[config.mk]
export PLATFORM = sky130hd
export DESIGN_NAME = cia_timer_interrupt_ports
export DESIGN_NICKNAME = d
export VERILOG_FILES = /design/src/sv/cia_pkg.sv /design/src/sv/cia_core.sv /design/src/sv/cia_timer_interrupt_ports.sv
export SDC_FILE = /design/constraint.sdc
export NUM_CORES = 1
export LEC_CHECK = 0
export BUFFER_PORTS_ARGS = -buffer_cell sky130_fd_sc_hd__buf_2
export CORE_AREA = 8 8 123 125
export CTS_CLUSTER_DIAMETER = 100
export CTS_CLUSTER_SIZE = 24
export DETAILED_ROUTE_END_ITERATION = 10
export DIE_AREA = 0 0 131 133
export PLACE_DENSITY = 0.79
export SYNTH_ARGS = -nofsm -noshare
export SYNTH_HDL_FRONTEND = slang
export SYNTH_SLANG_ARGS = --single-unit
[constraint.sdc]
create_clock -name clk -period 3.71 [get_ports clk]
set_input_delay 0.742 -clock clk [delete_from_list [all_inputs] [get_ports clk]]
set_output_delay 0.742 -clock clk [all_outputs]
set_load 0.1 [all_outputs]
[src/sv/cia_pkg.sv]
// Shared types, register offsets and helper functions for the CIA timer block.
package cia_pkg;

  // Command codes carried by each input word
  localparam logic [1:0] CMD_TICK  = 2'd0;
  localparam logic [1:0] CMD_READ  = 2'd1;
  localparam logic [1:0] CMD_WRITE = 2'd2;

  // Register offsets in 6526 order
  localparam logic [3:0] ADDR_PRA   = 4'd0;
  localparam logic [3:0] ADDR_PRB   = 4'd1;
  localparam logic [3:0] ADDR_DDRA  = 4'd2;
  localparam logic [3:0] ADDR_DDRB  = 4'd3;
  localparam logic [3:0] ADDR_TA_LO = 4'd4;
  localparam logic [3:0] ADDR_TA_HI = 4'd5;
  localparam logic [3:0] ADDR_TB_LO = 4'd6;
  localparam logic [3:0] ADDR_TB_HI = 4'd7;
  localparam logic [3:0] ADDR_ICR   = 4'd13;
  localparam logic [3:0] ADDR_CRA   = 4'd14;
  localparam logic [3:0] ADDR_CRB   = 4'd15;

  // Reset values
  localparam logic [7:0]  PORT_RST  = 8'hAA;
  localparam logic [15:0] LATCH_RST = 16'hFFFF;

  // Control register bits
  localparam int unsigned CTRL_RUN     = 0;
  localparam int unsigned CTRL_ONESHOT = 3;

  // One input word
  typedef struct packed {
    logic [1:0] command;
    logic [3:0] reg_address;
    logic [7:0] write_data;
    logic [7:0] port_a_pins;
    logic [7:0] port_b_pins;
  } item_t;

  // One result word
  typedef struct packed {
    logic [7:0] read_data;
    logic       irq_pulse;
  } result_t;

  // Outcome of one timer tick
  typedef struct packed {
    logic [15:0] count;
    logic [7:0]  ctrl;
    logic        zero;
  } tick_res_t;

  // Count a running timer down; reload or stop when it reaches zero
  function automatic tick_res_t timer_tick(logic [15:0] count, logic [7:0] ctrl,
                                           logic [15:0] latch);
    tick_res_t r;
    logic [15:0] dec;
    r.count = count;
    r.ctrl  = ctrl;
    r.zero  = 1'b0;
    dec     = count - 16'd1;
    if (ctrl[CTRL_RUN]) begin
      r.count = dec;
      if (dec == 16'd0) begin
        r.zero = 1'b1;
        if (ctrl[CTRL_ONESHOT]) begin
          r.ctrl = ctrl & 8'hFE;
        end else begin
          r.count = latch;
        end
      end
    end
    return r;
  endfunction

  // Port read: driven bits from the latch, inputs high, then ANDed with pins
  function automatic logic [7:0] port_value(logic [7:0] out_val, logic [7:0] dir,
                                            logic [7:0] pins);
    return ((out_val & dir) | ~dir) & pins;
  endfunction

endpackage

[src/sv/cia_core.sv]
// Register file, timers and interrupt logic: one word processed per enable.
module cia_core (
  input  logic            clk,
  input  logic            rst_n,
  input  logic            fire,
  input  cia_pkg::item_t  item,
  output cia_pkg::result_t res
);

  logic [7:0]  pa_out_r, pa_out_nxt, pb_out_r, pb_out_nxt;
  logic [7:0]  pa_dir_r, pa_dir_nxt, pb_dir_r, pb_dir_nxt;
  logic [15:0] ta_latch_r, ta_latch_nxt, tb_latch_r, tb_latch_nxt;
  logic [15:0] ta_count_r, ta_count_nxt, tb_count_r, tb_count_nxt;
  logic [1:0]  flags_r, flags_nxt;
  logic [4:0]  mask_r, mask_nxt;
  logic [7:0]  ta_ctrl_r, ta_ctrl_nxt, tb_ctrl_r, tb_ctrl_nxt;

  cia_pkg::tick_res_t ta_tick, tb_tick;
  logic [1:0]         hit;
  logic               pending;

  // Timer tick results, used only on tick words
  assign ta_tick = cia_pkg::timer_tick(ta_count_r, ta_ctrl_r, ta_latch_r);
  assign tb_tick = cia_pkg::timer_tick(tb_count_r, tb_ctrl_r, tb_latch_r);
  assign hit     = {tb_tick.zero & mask_r[1], ta_tick.zero & mask_r[0]};
  assign pending = |(flags_r & mask_r[1:0]);

  // Decode the word and compute next state and result
  always_comb begin
    pa_out_nxt   = pa_out_r;
    pb_out_nxt   = pb_out_r;
    pa_dir_nxt   = pa_dir_r;
    pb_dir_nxt   = pb_dir_r;
    ta_latch_nxt = ta_latch_r;
    tb_latch_nxt = tb_latch_r;
    ta_count_nxt = ta_count_r;
    tb_count_nxt = tb_count_r;
    flags_nxt    = flags_r;
    mask_nxt     = mask_r;
    ta_ctrl_nxt  = ta_ctrl_r;
    tb_ctrl_nxt  = tb_ctrl_r;
    res          = '0;
    if (fire) begin
      case (item.command)
        cia_pkg::CMD_TICK: begin
          ta_count_nxt  = ta_tick.count;
          ta_ctrl_nxt   = ta_tick.ctrl;
          tb_count_nxt  = tb_tick.count;
          tb_ctrl_nxt   = tb_tick.ctrl;
          flags_nxt     = flags_r | hit;
          res.irq_pulse = |hit;
        end
        cia_pkg::CMD_READ: begin
          case (item.reg_address)
            cia_pkg::ADDR_PRA:
              res.read_data = cia_pkg::port_value(pa_out_r, pa_dir_r, item.port_a_pins);
            cia_pkg::ADDR_PRB:
              res.read_data = cia_pkg::port_value(pb_out_r, pb_dir_r, item.port_b_pins);
            cia_pkg::ADDR_DDRA:  res.read_data = pa_dir_r;
            cia_pkg::ADDR_DDRB:  res.read_data = pb_dir_r;
            cia_pkg::ADDR_TA_LO: res.read_data = ta_count_r[7:0];
            cia_pkg::ADDR_TA_HI: res.read_data = ta_count_r[15:8];
            cia_pkg::ADDR_TB_LO: res.read_data = tb_count_r[7:0];
            cia_pkg::ADDR_TB_HI: res.read_data = tb_count_r[15:8];
            cia_pkg::ADDR_ICR: begin
              res.read_data = {pending, 5'd0, flags_r};
              flags_nxt     = 2'd0;
            end
            cia_pkg::ADDR_CRA:   res.read_data = ta_ctrl_r;
            cia_pkg::ADDR_CRB:   res.read_data = tb_ctrl_r;
            default:             res.read_data = 8'd0;
          endcase
        end
        cia_pkg::CMD_WRITE: begin
          case (item.reg_address)
            cia_pkg::ADDR_PRA:  pa_out_nxt = item.write_data;
            cia_pkg::ADDR_PRB:  pb_out_nxt = item.write_data;
            cia_pkg::ADDR_DDRA: pa_dir_nxt = item.write_data;
            cia_pkg::ADDR_DDRB: pb_dir_nxt = item.write_data;
            cia_pkg::ADDR_TA_LO: begin
              ta_latch_nxt[7:0] = item.write_data;
              ta_count_nxt[7:0] = item.write_data;
            end
            cia_pkg::ADDR_TA_HI: begin
              ta_latch_nxt[15:8] = item.write_data;
              ta_count_nxt[15:8] = item.write_data;
            end
            cia_pkg::ADDR_TB_LO: begin
              tb_latch_nxt[7:0] = item.write_data;
              tb_count_nxt[7:0] = item.write_data;
            end
            cia_pkg::ADDR_TB_HI: begin
              tb_latch_nxt[15:8] = item.write_data;
              tb_count_nxt[15:8] = item.write_data;
            end
            cia_pkg::ADDR_ICR: begin
              // Bit 7 selects set or clear of the named mask bits
              if (item.write_data[7]) begin
                mask_nxt = mask_r | item.write_data[4:0];
              end else begin
                mask_nxt = mask_r & ~item.write_data[4:0];
              end
            end
            cia_pkg::ADDR_CRA: ta_ctrl_nxt = item.write_data;
            cia_pkg::ADDR_CRB: tb_ctrl_nxt = item.write_data;
            default: ;
          endcase
        end
        default: ;
      endcase
    end
  end

  // Hold state between words
  always_ff @(posedge clk) begin
    if (!rst_n) begin
      pa_out_r   <= cia_pkg::PORT_RST;
      pb_out_r   <= cia_pkg::PORT_RST;
      pa_dir_r   <= cia_pkg::PORT_RST;
      pb_dir_r   <= cia_pkg::PORT_RST;
      ta_latch_r <= cia_pkg::LATCH_RST;
      tb_latch_r <= cia_pkg::LATCH_RST;
      ta_count_r <= 16'd0;
      tb_count_r <= 16'd0;
      flags_r    <= 2'd0;
      mask_r     <= 5'd0;
      ta_ctrl_r  <= 8'd0;
      tb_ctrl_r  <= 8'd0;
    end else begin
      pa_out_r   <= pa_out_nxt;
      pb_out_r   <= pb_out_nxt;
      pa_dir_r   <= pa_dir_nxt;
      pb_dir_r   <= pb_dir_nxt;
      ta_latch_r <= ta_latch_nxt;
      tb_latch_r <= tb_latch_nxt;
      ta_count_r <= ta_count_nxt;
      tb_count_r <= tb_count_nxt;
      flags_r    <= flags_nxt;
      mask_r     <= mask_nxt;
      ta_ctrl_r  <= ta_ctrl_nxt;
      tb_ctrl_r  <= tb_ctrl_nxt;
    end
  end

`ifndef SYNTHESIS
  // A flag register read leaves no flag behind
  a_icr_read_clears: assert property (@(posedge clk) disable iff (!rst_n)
    fire && item.command == cia_pkg::CMD_READ && item.reg_address == cia_pkg::ADDR_ICR
    |=> flags_r == 2'd0)
    else $error("flags not cleared by ICR read");

  // An interrupt pulse always leaves its flag set
  a_pulse_sets_flag: assert property (@(posedge clk) disable iff (!rst_n)
    fire && res.irq_pulse |=> flags_r != 2'd0)
    else $error("irq pulse without flag");

  // Timers only move when a word is processed
  a_idle_timers_hold: assert property (@(posedge clk) disable iff (!rst_n)
    !fire |=> $stable(ta_count_r) && $stable(tb_count_r))
    else $error("timer moved while idle");

  // Interrupt pulses come only from ticks
  a_pulse_on_tick: assert property (@(posedge clk) disable iff (!rst_n)
    fire && res.irq_pulse |-> item.command == cia_pkg::CMD_TICK && mask_r[1:0] != 2'd0)
    else $error("irq pulse outside tick");
`endif

endmodule

[src/sv/cia_timer_interrupt_ports.sv]
// Top level: input register, processing core and output register of the CIA timer.
// Usage:
//   Input channel in_valid/in_ready carries one word per transfer: a command
//   (tick, register read, register write), a register offset, write data and
//   the external pin levels of ports A and B. Each tick counts down every running timer.
//   Output channel out_valid/out_ready returns one word for every input word:
//   the read data (zero on ticks and writes) and an interrupt pulse flag.
//   Path: an accepted word waits in the input register, and its result then in the
//   output register; a stall on the output can hold the word in between.
//   Throughput: one word per cycle, sustained, while out_ready stays high.
//   The core updates all state in the single cycle a word moves from the
//   input register into the output register.
//   Stall: when out_ready is low the output register holds its word, the
//   input register holds the next one, and in_ready drops once both are full.
//   Reset (rst_n low, synchronous): both pipeline registers empty, ports and
//   direction registers at 0xAA, timer latches at 0xFFFF, counts, flags,
//   mask and control registers at zero.
module cia_timer_interrupt_ports (
  input  logic       clk,
  input  logic       rst_n,
  input  logic       in_valid,
  output logic       in_ready,
  input  logic [1:0] in_command,
  input  logic [3:0] in_reg_address,
  input  logic [7:0] in_write_data,
  input  logic [7:0] in_port_a_pins,
  input  logic [7:0] in_port_b_pins,
  output logic       out_valid,
  input  logic       out_ready,
  output logic [7:0] out_read_data,
  output logic       out_irq_pulse
);

  logic              s1_valid_r;
  cia_pkg::item_t    s1_item_r;
  logic              out_valid_r;
  cia_pkg::result_t  out_word_r;
  cia_pkg::result_t  core_res;
  logic              advance;
  logic              in_fire;

  // Move a word forward when the output register is free or being drained
  assign advance  = s1_valid_r && (!out_valid_r || out_ready);
  assign in_ready = !s1_valid_r || advance;
  assign in_fire  = in_valid && in_ready;

  // Input register
  always_ff @(posedge clk) begin
    if (!rst_n) begin
      s1_valid_r <= 1'b0;
    end else if (in_ready) begin
      s1_valid_r <= in_valid;
    end
  end

  always_ff @(posedge clk) begin
    if (in_fire) begin
      s1_item_r <= '{command:     in_command,
                     reg_address: in_reg_address,
                     write_data:  in_write_data,
                     port_a_pins: in_port_a_pins,
                     port_b_pins: in_port_b_pins};
    end
  end

  cia_core u_core (
    .clk   (clk),
    .rst_n (rst_n),
    .fire  (advance),
    .item  (s1_item_r),
    .res   (core_res)
  );

  // Output register
  always_ff @(posedge clk) begin
    if (!rst_n) begin
      out_valid_r <= 1'b0;
    end else if (advance) begin
      out_valid_r <= 1'b1;
    end else if (out_ready) begin
      out_valid_r <= 1'b0;
    end
  end

  always_ff @(posedge clk) begin
    if (advance) begin
      out_word_r <= core_res;
    end
  end

  assign out_valid     = out_valid_r;
  assign out_read_data = out_word_r.read_data;
  assign out_irq_pulse = out_word_r.irq_pulse;

`ifndef SYNTHESIS
  // A stalled result stays put
  a_out_hold: assert property (@(posedge clk) disable iff (!rst_n)
    out_valid && !out_ready |=> out_valid && $stable(out_word_r))
    else $error("output word dropped under stall");

  // The input register is never overwritten while its word is waiting
  a_s1_no_overwrite: assert property (@(posedge clk) disable iff (!rst_n)
    s1_valid_r && !advance |=> s1_valid_r && $stable(s1_item_r))
    else $error("pending input word lost");

  // A word entering the core always lands in the output register
  a_advance_fills_out: assert property (@(posedge clk) disable iff (!rst_n)
    advance |=> out_valid_r)
    else $error("result not registered");
`endif

endmodule

==> results of run 1 <==
-- registers in the layout, indices dropped and copies added, names as in the netlist, 16 cells and up, named ones only --
| name | cells |
|---|---|
| s1_item_r | 30 |
| u_core.ta_count_r | 16 |
| u_core.ta_latch_r | 16 |
| u_core.tb_count_r | 16 |
| u_core.tb_latch_r | 16 |
-- critical path: stages, from the launching register on --
cell     delay [ns]
dfxtp_1        0.39
inv_1          0.11
ha_1           0.23
or3b_2         0.49
o31ai_1        0.27
nand4_1        0.20
nor4b_4        0.33
nand4_1        0.55
nor2_1         0.28
o221a_2        0.21
-- final cells by class --
class / instances / area [um^2]
Timing Repair Buffer: 66 / 398
Fill cell: 1043 / 4280
Inverter: 9 / 33.8
Multi-Input combinational cell: 653 / 4030
Clock inverter: 15 / 164
Tap cell: 176 / 220
Sequential cell: 157 / 3530
Clock buffer: 17 / 425
-- routing by layer --
| layer | vias up | track usage |
|---|---|---|
| li1 | 3267 | - |
| met1 | 3413 | 0.371 |
| met2 | 470 | 0.412 |
| met3 | 78 | 0.0852 |
| met4 | 0 | 0.133 |
| met5 | - | 0 |
-- cell families after synthesis --
logic type	synth area share
AND/OR/NAND/NOR	0.259
buffers and inverters	0.0411
XOR/XNOR	0.0233
flip-flops	0.448
AO/OA/AOI/OAI	0.164
multiplexers	0.0578
adder cells (fa/ha/maj)	0.00635
-- worst min-delay path by stage --
stage	cells after the start	endpoint	start	slack, ns
2_1_floorplan	2	u_core.pa_out_r[7]$_SDFFE_PN1P_	u_core.pa_out_r[7]$_SDFFE_PN1P_	0.43
3_3_place_gp	2	u_core.pa_out_r[1]$_SDFFE_PN1P_	u_core.pa_out_r[1]$_SDFFE_PN1P_	0.44
3_5_place_dp	2	u_core.pa_out_r[3]$_SDFFE_PN1P_	u_core.pa_out_r[3]$_SDFFE_PN1P_	0.45
4_1_cts	2	u_core.pa_out_r[2]$_SDFFE_PN0P_	u_core.pa_out_r[2]$_SDFFE_PN0P_	0.46
5_1_grt	1	s1_item_r[4]$_DFFE_PP_	in_port_b_pins[4]	0.46
6_report	2	u_core.pa_out_r[2]$_SDFFE_PN0P_	u_core.pa_out_r[2]$_SDFFE_PN0P_	0.46
-- cell usage after synthesis, types with 3 or more instances --
cell type	n	area [um^2]
nand2_1	142	533
dfxtp_1	118	2360
clkbuf_1	56	210
nor2_1	56	210
nand3_1	54	270
mux2i_1	41	410
edfxtp_1	39	1170
o21ai_0	36	180
a31oi_1	32	200
nor2b_1	32	200
nand2b_1	23	144
nor3_1	19	95.1
o211ai_1	17	128
a21oi_1	15	75.1
xnor2_1	14	123
a22oi_1	13	97.6
a32oi_1	11	96.3
and2_1	10	62.6
nand4_1	10	62.6
o221a_2	10	113
inv_1	9	33.8
a21boi_0	8	60.1
a41oi_1	7	61.3
or3_1	7	43.8
xor2_1	7	61.3
and3_1	6	37.5
nor4_1	6	37.5
nor3b_1	5	37.5
or2_2	5	31.3
a221oi_1	4	35.0
ha_1	4	50.1
nand3b_1	4	30.0
nand4b_1	4	35.0
a22o_1	3	26.3
a311oi_1	3	26.3
buf_1	3	11.3
buf_2	3	15.0
o21a_1	3	22.5
o22ai_1	3	18.8
o31a_1	3	26.3
-- layout by cell type (no fill, tap or decap), types with 10 or more instances in the layout --
cell type,n
buf_2,44
and2_1,10
nand3_1,54
mux2i_1,41
nor2b_1,32
nor2_1,56
o21ai_0,36
o221a_2,10
buf_4,21
nand4_1,10
nand2b_1,23
a22oi_1,13
nand2_1,142
a31oi_1,32
nor3_1,19
xnor2_1,14
o211ai_1,17
edfxtp_1,39
a32oi_1,11
dfxtp_1,118
clkbuf_16,17
a21oi_1,15
-- through the flow --
stage / cell area, um^2 / std cells
after floorplan: 7880 / 884
after global placement: 8210 / 1061
after detailed placement: 8210 / 1061
after CTS: 8800 / 1093
after global routing: 8800 / 1093
final: 8800 / 1093
-- power groups by stage --
stage	clock [uW]	combinational, uW	sequential, uW
2_1_floorplan	0	161	1880
3_5_place_dp	0	252	1880
5_1_grt	1830	276	1840
4_1_cts	1750	254	1840
3_3_place_gp	0	250	1880
6_report	1740	258	1840
==> run summary, run 1 <==
Num ports: 45
Outcome: finished clean
Post-CTS sizing: 0
Vias in the first global route: 6603
Reg2reg path depth: 9
Mapped Cells: 884
Share of cells above drive strength 1: 0.142
Worst hold path type: flip-flop to flip-flop
Ys Warns: 0
Arr. time, crit path: 3.48 ns
Die width: 131 um
Ys flop type: dfxtp_1
WHS: 0.458 ns
Routed via count: 7228
Critical path type: flip-flop to flip-flop
Worst setup path end: u_core.tb_count_r[6]$_SDFFE_PN0P_
WL met2: 10800 um
Max Transition Viols Final: 0
FF+latch count, synth: 157
Clock transition at the registers of the reported paths: 0.06 ns
Initial Utilization: 0.603
Postcts setup bufs: 0
Req. time, crit path: 4.09 ns
Slew headroom: 0.445
Syn_nets: 922
Later-pin clock latency in the skew report: 0.44 ns
Final Skew: 0.00795 ns
Combinational group share of total power: 0.067
Core Rows: 42
Largest net degree at the start of global routing: 96
Max Cap Violations: 0
Antenna cell count: 0
Final Critical Period: 3.10 ns
Core Util, Final: 0.673
Nets: 942
Total gr overflow: 0
Total power: 3840 uW
First-pass GRT wire length: 37500 um
Startpoint Class: flip-flop
Global placer's final weighted congestion: 0.974
Mapped Area: 7880 um^2
All-Layer GR Usage: 0.282
Fmax: 0.323 GHz
CTS Buf Count: 17
Sequential power share: 0.480
H-tree Lvls: 4
CP endpoint kind: flip-flop
Lkg Pwr: 0.00328 uW
Vias per cell: 6.61
Final Hold Viols: 0
Root Buffer: clkbuf_16
CTS tree: built
Worst slack, placed: 0.672 ns
Post-synthesis sequential area ratio: 0.448
DRT met1 WL: 10100 um
Detailed Place HPWL: 16400 um
Final setup viols: 0
Clock buffer depth: 2
Initial antenna violation count: 0
RSZ-0062 raised after global routing: false
Switching Fraction: 0.252
Pint: 2870 uW
Maximum vdd drop: 0.444 mV
Worst slew pin tran: 0.830 ns
Async set or reset register ratio after synthesis: 0
Sw power: 965 uW
Clock power share: 0.453
Area growth syn-to-layout: 11.6%
Post-synth EDFFs: 39
Port buffer count: 44
Start point of the critical path: u_core.tb_count_r[0]$_SDFFE_PN0P_
Die area: 17400 um^2
Antenna Nets Post-Route: 0
FF-to-FF setup slack: 0.61 ns
Post-route clock period utilization: 0.835
Mean Syn Cell Area: 8.92 um^2
Top Layer Used: met4
CTS hold repair buffers: 0
Drt first pass iters: 7
Initial detailed-routing violation count: 1044
CTS sink cnt: 157
Worst r2r dst: u_core.tb_count_r[6]$_SDFFE_PN0P_
Core Area: 13100 um^2
Detail-routed net length per standard cell: 22.1 um
Pwr/cell area: 436 nW/um^2
Setup WS post-layout: 0.611 ns
Setup_tns: 0 ns
Die Height: 133 um
DR WL met3: 2380 um
DRC: 0
Crit Path Max Fanout: 11
Reg2Reg Launch Point: u_core.tb_count_r[0]$_SDFFE_PN0P_
Drt total wl: 24200 um
Yosys cell types: 72
Note: power is estimated with default switching activity, not from simulation.
==> run 2: changes to the inputs <==
Settings changed: ABC_AREA set to 1, CORE_AREA 8 8 123 125 to 8 8 124 126, DIE_AREA 0 0 131 133 to 0 0 132 134.
Clock period 3.71 ns to 3.1 ns, I/O delays scaled along.
==> run summary, run 2 <==
Total gr overflow: 0 (unchanged)
Final Hold Viols: 0 (unchanged)
Port buffer count: 44 (unchanged)
Syn_nets: 1115 (was 922)
Mux cell area share after synthesis: 0 (was 0.0578)
Final setup viols: 0 (unchanged)
Post-synthesis sequential area ratio: 0.441 (was 0.448)
FF+latch count, synth: 157 (unchanged)
Core Rows: 43 (was 42)
Mean Syn Cell Area: 7.43 um^2 (was 8.92 um^2)
Largest net degree at the start of global routing: 117 (was 96)
Synth Area in Compound Gates: 0.189 (was 0.164)
Global placer's final weighted congestion: 0.968 (was 0.974)
Combinational group share of total power: 0.120 (was 0.067)
Outcome: finished clean (unchanged)
Nets: 1152 (was 942)
WHS: 0.357 ns (was 0.458 ns)
DRC: 0 (unchanged)
First-pass GRT wire length: 37600 um (was 37500 um)
Commonest non-fill, non-tap cell in the layout: nand2_1 (unchanged)
Worst slew pin tran: 0.916 ns (was 0.830 ns)
Synth Area in Adders: 0.00625 (was 0.00635)
Initial antenna violation count: 0 (unchanged)
Highest-count cells in the layout ignoring fill and taps: 211 x nand2_1, 147 x inv_1, 118 x dfxtp_1 (was 142 x nand2_1, 118 x dfxtp_1, 56 x nor2_1)
Finished Cell Area: 8960 um^2 (was 8800 um^2)
Switching Fraction: 0.284 (was 0.252)
Die width: 132 um (was 131 um)
Final Critical Period: 2.53 ns (was 3.10 ns)
Final Skew: 0.0116 ns (was 0.00795 ns)
Post-synth EDFFs: 39 (unchanged)
Initial detailed-routing violation count: 916 (was 1044)
All-Layer GR Usage: 0.268 (was 0.282)
Post-Synth XOR/XNOR Area: 0.00109 (was 0.0233)
CTS tree: built (unchanged)
Sw power: 1420 uW (was 965 uW)
Combinational family with the most area after synthesis: simple AND/OR/NAND/NOR gates (unchanged)
Mapped Cells: 1077 (was 884)
Pwr/cell area: 556 nW/um^2 (was 436 nW/um^2)
H-tree Lvls: 4 (unchanged)
Initial Utilization: 0.593 (was 0.603)
CTS sink cnt: 157 (unchanged)
Pint: 3570 uW (was 2870 uW)
Startpoint Class: flip-flop (unchanged)
Antenna cell count: 0 (unchanged)
Top-count cell post-synth: nand2_1 (unchanged)
Area growth syn-to-layout: 11.9% (was 11.6%)
RSZ-0062 raised after global routing: false (unchanged)
Die Height: 134 um (was 133 um)
Placed cell areas: 8350 um^2 (was 8210 um^2)
Synth top cells by count: 211 x nand2_1, 147 x inv_1, 118 x dfxtp_1 (was 142 x nand2_1, 118 x dfxtp_1, 56 x clkbuf_1, 56 x nor2_1, 54 x nand3_1)
Post-route clock period utilization: 0.815 (was 0.835)
Core Area: 13500 um^2 (was 13100 um^2)
Maximum vdd drop: 0.485 mV (was 0.444 mV)
Sequential power share: 0.444 (was 0.480)
Die area: 17700 um^2 (was 17400 um^2)
Arr. time, crit path: 2.88 ns (was 3.48 ns)
Setup_tns: 0 ns (unchanged)
Async set or reset register ratio after synthesis: 0 (unchanged)
Ys Warns: 0 (unchanged)
Clock buffer depth: 2 (unchanged)
Total power: 4980 uW (was 3840 uW)
Most flops, register: s1_item_r (unchanged)
Drt first pass iters: 6 (was 7)
Clock transition at the registers of the reported paths: 0.07 ns (was 0.06 ns)
Detailed Place HPWL: 17000 um (was 16400 um)
Postcts setup bufs: 0 (unchanged)
Num ports: 45 (unchanged)
Synth area leader: dfxtp_1 (unchanged)
Max Transition Viols Final: 0 (unchanged)
Core Util, Final: 0.664 (was 0.673)
Ys flop type: dfxtp_1 (unchanged)
Routed via count: 7749 (was 7228)
CTS hold repair buffers: 0 (unchanged)
Antenna Nets Post-Route: 0 (unchanged)
Post-Synth Simple-Gate Area: 0.268 (was 0.259)
Root Buffer: clkbuf_16 (unchanged)
CTS Buf Count: 17 (unchanged)
Clock power share: 0.436 (was 0.453)
Top cells by area, synth: dfxtp_1 30%, edfxtp_1 15%, nand2_1 9.9%, inv_1 6.9%, o21ai_0 5.6% (was dfxtp_1 30%, edfxtp_1 15%, nand2_1 6.8%, mux2i_1 5.2%, nand3_1 3.4%)
Vias in the first global route: 7226 (was 6603)
Post-CTS sizing: 0 (unchanged)
Vias per cell: 5.93 (was 6.61)
Max FFs per register: 30 (unchanged)
Fmax: 0.396 GHz (was 0.323 GHz)
Worst hold path type: input pin to flip-flop (was flip-flop to flip-flop)
Slew headroom: 0.387 (was 0.445)
Req. time, crit path: 3.45 ns (was 4.09 ns)
Share of cells above drive strength 1: 0.119 (was 0.142)
FF-to-FF setup slack: 0.57 ns (was 0.61 ns)
Drt total wl: 23900 um (was 24200 um)
Later-pin clock latency in the skew report: 0.44 ns (about the same)
Detail-routed net length per standard cell: 18.3 um (was 22.1 um)
Mapped Area: 8010 um^2 (was 7880 um^2)
Yosys cell types: 38 (was 72)
Crit Path Max Fanout: 16 (was 11)
Lkg Pwr: 0.00404 uW (was 0.00328 uW)
Max Cap Violations: 0 (unchanged)
Synth top area share: 0.295 (was 0.300)
CP endpoint kind: flip-flop (unchanged)
Critical path type: flip-flop to flip-flop (unchanged)
## run 2: changes by cell type after synthesis, sizes merged, moves of 56 or more
cell	change
o21ai	+56
nand2	+73
inv	+141
a21oi	+60
nor2	+90
## run 2: cell type report
cell class / instances / area, um^2
inverters: 153 / 574
fillers: 1183 / 4540
multi-input cells: 733 / 3720
clock inverters: 14 / 171
clock buffers: 18 / 439
repair buffers: 52 / 293
flip-flops and latches: 157 / 3530
well taps: 180 / 225
## run 2: final timing paths
kind,startpoint,end,depth (start not counted)
worst max-delay path,s1_item_r[29]$_DFFE_PP_,u_core.ta_latch_r[1]$_SDFFE_PN1P_,8
worst min-delay path,in_port_a_pins[4],s1_item_r[12]$_DFFE_PP_,1
worst max register to register,s1_item_r[29]$_DFFE_PP_,u_core.ta_latch_r[1]$_SDFFE_PN1P_,8
worst min register to register,u_core.pb_out_r[3]$_SDFFE_PN1P_,u_core.pb_out_r[3]$_SDFFE_PN1P_,2
## run 2: cell families (layout without fill, tap and decap cells)
logic type / Yosys count / count (layout)
flops: 157 / 157
buf+inv: 187 / 237
simple gates: 473 / 473
fa+ha+maj: 4 / 4
compound gates: 255 / 255
xor+xnor: 1 / 1
## run 2: power by group through the flow
stage	logic [uW]	clock network, uW	registers [uW]
finish	597	2170	2210
detailed placement	586	0	2250
global placement	582	0	2250
global route	664	2270	2210
floorplan	402	0	2270
CTS	589	2190	2210
## run 2: metrics by stage
step,worst slack (ns),cells
finish,0.573,1307
global route,0.308,1307
CTS,0.628,1307
detailed placement,0.616,1275
global placement,0.696,1275
floorplan,0.0595,1077
## run 2: metal layers
layer	GRT usage	vias up	part of all wire
met3	0.0583	82	0.082
met1	0.332	3599	0.41
met2	0.432	355	0.47
li1	-	3713	-
met5	0	-	0
met4	0.140	0	0.040
## run 2: critical path: stages, from the launching register on
cell      delay (ns)
edfxtp_1        0.45
inv_1           0.13
nor2_4          0.21
inv_2           0.12
nor2_1          0.21
inv_1           0.29
nor2_1          0.79
nand2_1         0.12
o211ai_1        0.12
